`src/rtl/lzw_pkg.sv`:
```
`default_nettype none

package lzw_pkg;

    // Widest code the block can be built for; code fields between modules use this width.
    localparam int CODE_W_MAX = 16;

    // Width of the epoch tag kept with every dictionary entry.
    localparam int EPOCH_W = 6;

    // Most codes that one input request can produce.
    localparam int SLOTS = 4;

    typedef logic [CODE_W_MAX-1:0] code_t;
    typedef logic [4:0]            cwidth_t;

    localparam code_t   CLEAR_CODE  = 16'h0100;
    localparam code_t   END_CODE    = 16'h0101;
    localparam code_t   FIRST_CODE  = 16'h0102;
    localparam code_t   FIRST_LIMIT = 16'h0200;
    localparam cwidth_t FIRST_WIDTH = 5'd9;

    // The codes that one input request sends, in order, each with its width.
    typedef struct packed {
        code_t   [SLOTS-1:0] code;
        cwidth_t [SLOTS-1:0] width;
        logic    [2:0]       count;
        logic                fin;
    } group_t;

endpackage

`default_nettype wire

```
`src/rtl/lzw_out_if.sv`:
```
`default_nettype none

interface lzw_out_if;
    logic       valid;
    logic       ready;
    logic [7:0] out_byte;
    logic       stream_end;

    modport source (output valid, output out_byte, output stream_end, input ready);
    modport sink   (input valid, input out_byte, input stream_end, output ready);
endinterface

`default_nettype wire

```
`src/rtl/lzw_packer.sv`:
```
`default_nettype none

module lzw_packer #(
    parameter int MAX_CODE_BITS = 12
) (
    input  wire logic             clk,
    input  wire logic             rst_n,
    input  wire lzw_pkg::group_t  grp,
    input  wire logic             grp_valid,
    output logic                  grp_room,
    lzw_out_if.source             codes
);

    localparam int CODE_W     = MAX_CODE_BITS;
    localparam int ACC_W      = MAX_CODE_BITS + 7;
    localparam int CNT_W      = $clog2(ACC_W + 1);
    localparam int FIFO_DEPTH = 4;
    localparam int PTR_W      = $clog2(FIFO_DEPTH);
    localparam int FCNT_W     = $clog2(FIFO_DEPTH + 1);

    lzw_pkg::group_t     fifo_mem [FIFO_DEPTH];
    logic [PTR_W-1:0]    wr_ptr_reg, wr_ptr_next;
    logic [PTR_W-1:0]    rd_ptr_reg, rd_ptr_next;
    logic [FCNT_W-1:0]   fcount_reg, fcount_next;
    logic [1:0]          slot_reg, slot_next;
    logic [ACC_W-1:0]    acc_reg, acc_next;
    logic [CNT_W-1:0]    cnt_reg, cnt_next;
    logic                fin_reg, fin_next;
    logic                out_valid_reg, out_valid_next;
    logic [7:0]          out_byte_reg, out_byte_next;
    logic                out_end_reg, out_end_next;

    lzw_pkg::group_t     head;
    lzw_pkg::cwidth_t    w;
    logic [ACC_W-1:0]    code_ext;
    logic [ACC_W-1:0]    mask;
    logic                can_out, emit_full, emit_flush, take, pop, push;
    logic [ACC_W-1:0]    acc_s;
    logic [CNT_W-1:0]    cnt_s;

    assign head     = fifo_mem[rd_ptr_reg];
    assign w        = head.width[slot_reg];
    assign code_ext = ACC_W'(head.code[slot_reg][CODE_W-1:0]);
    assign mask     = ~({ACC_W{1'b1}} << w);

    assign can_out    = !out_valid_reg || codes.ready;
    assign emit_full  = can_out && (cnt_reg >= CNT_W'(8));
    assign emit_flush = can_out && fin_reg && (cnt_reg < CNT_W'(8)) && (cnt_reg != '0);

    assign acc_s = emit_full ? (acc_reg >> 8) : (emit_flush ? '0 : acc_reg);
    assign cnt_s = emit_full ? (cnt_reg - CNT_W'(8)) : (emit_flush ? '0 : cnt_reg);

    assign take = !fin_reg && (fcount_reg != '0) && (cnt_s < CNT_W'(8));
    assign pop  = take && ({1'b0, slot_reg} == (head.count - 3'd1));
    assign push = grp_valid;

    // Room for the group in the lookup stage and one more behind it.
    assign grp_room = fcount_reg <= FCNT_W'(FIFO_DEPTH - 2);

    always_comb
    begin
        acc_next       = acc_s;
        cnt_next       = cnt_s;
        slot_next      = slot_reg;
        fin_next       = fin_reg;
        out_valid_next = out_valid_reg;
        out_byte_next  = out_byte_reg;
        out_end_next   = out_end_reg;

        if (emit_full || emit_flush)
        begin
            out_valid_next = 1'b1;
            out_byte_next  = acc_reg[7:0];
            out_end_next   = fin_reg && (emit_flush || (cnt_reg == CNT_W'(8)));
            if (out_end_next)
            begin
                fin_next = 1'b0;
            end
        end
        else if (codes.ready)
        begin
            out_valid_next = 1'b0;
        end

        if (fin_reg && (cnt_reg == '0))
        begin
            fin_next = 1'b0;
        end

        if (take)
        begin
            acc_next = acc_s | ((code_ext & mask) << cnt_s);
            cnt_next = cnt_s + CNT_W'(w);
            if (pop)
            begin
                slot_next = '0;
                fin_next  = head.fin;
            end
            else
            begin
                slot_next = slot_reg + 2'd1;
            end
        end
    end

    always_comb
    begin
        wr_ptr_next = push ? (wr_ptr_reg + PTR_W'(1)) : wr_ptr_reg;
        rd_ptr_next = pop ? (rd_ptr_reg + PTR_W'(1)) : rd_ptr_reg;
        fcount_next = fcount_reg + FCNT_W'(push) - FCNT_W'(pop);
    end

    always_ff @(posedge clk)
    begin
        if (push)
        begin
            fifo_mem[wr_ptr_reg] <= grp;
        end
        out_byte_reg <= out_byte_next;
        out_end_reg  <= out_end_next;
    end

    always_ff @(posedge clk or negedge rst_n)
    begin
        if (!rst_n)
        begin
            wr_ptr_reg    <= '0;
            rd_ptr_reg    <= '0;
            fcount_reg    <= '0;
            slot_reg      <= '0;
            acc_reg       <= '0;
            cnt_reg       <= '0;
            fin_reg       <= 1'b0;
            out_valid_reg <= 1'b0;
        end
        else
        begin
            wr_ptr_reg    <= wr_ptr_next;
            rd_ptr_reg    <= rd_ptr_next;
            fcount_reg    <= fcount_next;
            slot_reg      <= slot_next;
            acc_reg       <= acc_next;
            cnt_reg       <= cnt_next;
            fin_reg       <= fin_next;
            out_valid_reg <= out_valid_next;
        end
    end

    assign codes.valid      = out_valid_reg;
    assign codes.out_byte   = out_byte_reg;
    assign codes.stream_end = out_end_reg;

endmodule

`default_nettype wire

```
`src/flat_wrapper.sv`:
```
// flat-port wrapper written by rule: the top's interface ports become plain ports
module lzw_packer_flat 
#(
    parameter int MAX_CODE_BITS = 12
)
  (clk, rst_n, grp, grp_valid, grp_room, codes_valid, codes_out_byte, codes_stream_end, codes_ready);
  lzw_out_if codes_i ();
  input  wire logic clk;
  input  wire logic rst_n;
  input  wire lzw_pkg::group_t grp;
  input  wire logic grp_valid;
  output logic grp_room;
  output wire logic [$bits(codes_i.valid)-1:0] codes_valid;
  output wire logic [$bits(codes_i.out_byte)-1:0] codes_out_byte;
  output wire logic [$bits(codes_i.stream_end)-1:0] codes_stream_end;
  input wire logic [$bits(codes_i.ready)-1:0] codes_ready;
  assign codes_valid = codes_i.valid;
  assign codes_out_byte = codes_i.out_byte;
  assign codes_stream_end = codes_i.stream_end;
  assign codes_i.ready = codes_ready;
  lzw_packer #(.MAX_CODE_BITS(MAX_CODE_BITS)) u_core (.clk(clk), .rst_n(rst_n), .grp(grp), .grp_valid(grp_valid), .grp_room(grp_room), .codes(codes_i));
endmodule
```
`config.mk`:
```
export PLATFORM = sky130hd
export DESIGN_NAME = lzw_packer_flat
export DESIGN_NICKNAME = d
export VERILOG_FILES = /design/src/rtl/lzw_pkg.sv /design/src/rtl/lzw_out_if.sv /design/src/rtl/lzw_packer.sv /design/src/flat_wrapper.sv
export SDC_FILE = /design/constraint.sdc
export NUM_CORES = 1
export LEC_CHECK = 0
export BUFFER_PORTS_ARGS = -buffer_cell sky130_fd_sc_hd__buf_4
export CELL_PAD_IN_SITES_DETAIL_PLACEMENT = 0
export CELL_PAD_IN_SITES_GLOBAL_PLACEMENT = 1
export CORE_MARGIN = 2
export CORE_UTILIZATION = 33
export DETAILED_ROUTE_END_ITERATION = 7
export GPL_ROUTABILITY_DRIVEN = 0
export PLACE_DENSITY_LB_ADDON = 0.1
export SYNTH_ARGS = -nofsm -noshare
export SYNTH_HDL_FRONTEND = slang
export SYNTH_SLANG_ARGS = --single-unit
```
`constraint.sdc`:
```
create_clock -name clk -period 4.75 [get_ports clk]
set_input_delay 0.2375 -clock clk [delete_from_list [all_inputs] [get_ports clk]]
set_output_delay 0.2375 -clock clk [all_outputs]
set_load 0.05 [all_outputs]
```
==> metrics <==
vias in the first global route 7989; initial antenna violation count 2; Switching Share 36.8%; Die Area 43100 um2; leading area contributor after synthesis edfxtp_1; clock power share 23.5%; DR vias 7534; Initial Utilization 33.5%; critical path arrival 4.09 ns; CTS tree yes; Distinct cells, synth 65; delay-heaviest family, CP simple AND/OR/NAND/NOR gates; Die Wd 208 um; Max clock buf depth 3; Critical Path Most Common Cell inv_1; Synth Instances 746; pin count of the biggest net entering global routing 51; # clock sinks 332; Hold WC Path Type input pin to flip-flop; RSZ-0062 raised after global routing no; setup_tns 0 ns; P_int 0.00713 W; Final nets 1032; CTS root buf clkbuf_16; Pins Over Slew Limit 0; Tot GR Track Use 15.2%; Layout area overhead 22.8%; router iterations before antenna repair 5; buffer count from post-CTS setup fixing 0; drt wl/cell 21.8 um; max reg flops 288; Slowest cell on crit path or4_1; worst slew pin tran 0.892 ns; Detailed Place HPWL 20.6 mm; first-pass GRT wire length 49.2 mm; Post-synth EDFFs 297; final hold violations 0; post-route setup slack 1.06 ns; CTS H-Tree Depth 2; Inserted Diodes 0; delay of the slowest cell on the worst path 0.62 ns; Max IR drop VDD 0.291 mV; CTS buffer count 37; row count 74; share of cells above drive strength 1 25.7%; Synth top area share 65.3%; DRC viols 0; Storage cell area 9800 um2; R2R Setup Slk 1.06 ns; Static Leak 5.84 nW; WP buf/inv 4; Final Cycle Share 77.8%; combinational cell fraction of total power 38.7%; hold_ws 0.192 ns; Place WS 1.09 ns; Crit Path Category flip-flop to flip-flop; CP Data Required Time 5.15 ns; Via density 5.06; Clk Latency, worst-skew pair 0.55 ns; Core Region 40800 um2; commonest non-fill, non-tap cell in the layout edfxtp_1; Fmax 271 MHz; Post-Syn Area 13700 um2; sw power 0.00415 W; GRT overflow 0; FFs w/ async S/R, synth 10.5%; Tmin final 3.69 ns; Buffers on Ports 86; DRT antenna net count 0; commonest non-fill, non-tap cells in the layout 297 x edfxtp_1, 108 x buf_4, 74 x dlygate4sd3_1; Die Height 208 um; ranking of synthesized cells by area edfxtp_1 65%, mux4_2 11%, dfrtp_1 6.4%; Primary FF master, synth edfxtp_1; Yosys reg bits 332; Worst Skew 0.0197 ns; wirelength, routed 32.4 mm; Reg power frac 37.8%; syn_nets 851; synth warn 0; Final setup viols 0; status finished clean; Setup crit end kind flip-flop; sequential-to-total area share from yosys stat 71.7%; CP Cell Sequence or4_1, o2111ai_2, buf_4, nand2_1, inv_1, ha_1, inv_1, fa_1, inv_1, maj3_1, a21oi_1, xnor2_1, o221ai_1; post-synthesis average cell area 18.3 um2; CTS clock-pin slew for the worst setup and hold paths 0.06 ns; startpoint types flip-flop; Multi-input gate area 3560 um2; Worst Path Max Fanout 15; io pins 103; starting DRC count in detailed routing 489; Pwr Density 672 nW/um2; slew margin rel. 40.5%; Fillers 3677; Max Cap Viol 0
-- synth_stat cells, types with 6 or more instances --
cell type / number
clkbuf_1: 16
a22oi_1: 26
nand2_1: 50
edfxtp_1: 297
o211ai_1: 8
xnor2_1: 7
o21ai_0: 18
buf_2: 8
and2_1: 7
a211oi_1: 6
inv_1: 20
buf_6: 6
ha_1: 11
mux4_2: 68
a22o_1: 7
nand3_1: 9
a21oi_1: 15
mux2i_1: 10
buf_4: 10
dfrtp_1: 35
nor2_1: 13
-- final timing paths --
check,startpoint,endpoint,cells past startpoint
max,u_core.cnt_reg[0]$_DFF_PN0_,u_core.cnt_reg[4]$_DFF_PN0_,13
min,codes_ready,u_core.codes.valid$_DFFE_PN0P_,3
max reg2reg,u_core.cnt_reg[0]$_DFF_PN0_,u_core.cnt_reg[4]$_DFF_PN0_,13
min reg2reg,u_core.acc_reg[1]$_DFF_PN0_,u_core.codes.out_byte[1]$_DFFE_PP_,0
max in group asynchronous,rst_n,u_core.rd_ptr_reg[0]$_DFFE_PN0P_,2
min in group asynchronous,rst_n,u_core.wr_ptr_reg[0]$_DFFE_PN0P_,2
-- timing repair --
item                                   in CTS  in global routing
gates resized for setup                     0                  0
setup endpoints to repair                   0                  0
hold buffers                               74                  0
endpoints found under the hold margin     325                  0
-- area by class of cell --
type | count | share of cell area, %
Tap cell | 532 | 3.97
Clock inverter | 14 | 0.552
Inverter | 23 | 0.514
Timing Repair Buffer | 182 | 9.24
Clock buffer | 54 | 6.14
Sequential cell | 332 | 58.4
Multi-Input combinational cell | 351 | 21.2
-- metrics by stage --
step | std cells | instance area, um2 | power (W) | util (%)
2_1_floorplan | 746 | 13700 | 0.00734 | -
3_3_place_gp | 1346 | 14900 | 0.00867 | 36.5
3_5_place_dp | 1346 | 14900 | 0.00871 | 36.5
4_1_cts | 1488 | 16800 | 0.0114 | 41.1
5_1_grt | 1488 | 16800 | 0.0120 | 41.1
6_report | 1488 | 16800 | 0.0113 | 41.1
-- layer usage --
layer | track usage (%) | routed length, um
met4 | 4.19 | 653
met2 | 25.7 | 16000
met5 | 0 | 13
met1 | 19.8 | 14400
met3 | 3.25 | 1350
-- power by group through the flow --
stage | Sequential, W | Combinational (W) | Clock [W]
2_1_floorplan | 0.00426 | 0.00308 | 0
3_3_place_gp | 0.00431 | 0.00436 | 0
3_5_place_dp | 0.00434 | 0.00436 | 0
4_1_cts | 0.00429 | 0.00443 | 0.00272
5_1_grt | 0.00435 | 0.00477 | 0.00283
6_report | 0.00427 | 0.00436 | 0.00265
-- logic make-up (layout without fill, tap and decap cells) --
logic type	count (synthesis)	in the layout	synth area share (%)
flip-flops	332	332	71.7
AND/OR/NAND/NOR	110	110	3.96
multiplexers	84	84	12.7
adder cells (fa/ha/maj)	15	15	1.45
XOR/XNOR	12	12	0.769
AO/OA/AOI/OAI	130	130	7.10
buffers and inverters	63	273	2.41
-- tightest hold or removal path, cell delays in order --
cell and delay [ns]:
buf_4 0.07, nand2b_1 0.28, nand2_1 0.09
Note: power is estimated with default switching activity, not from simulation.
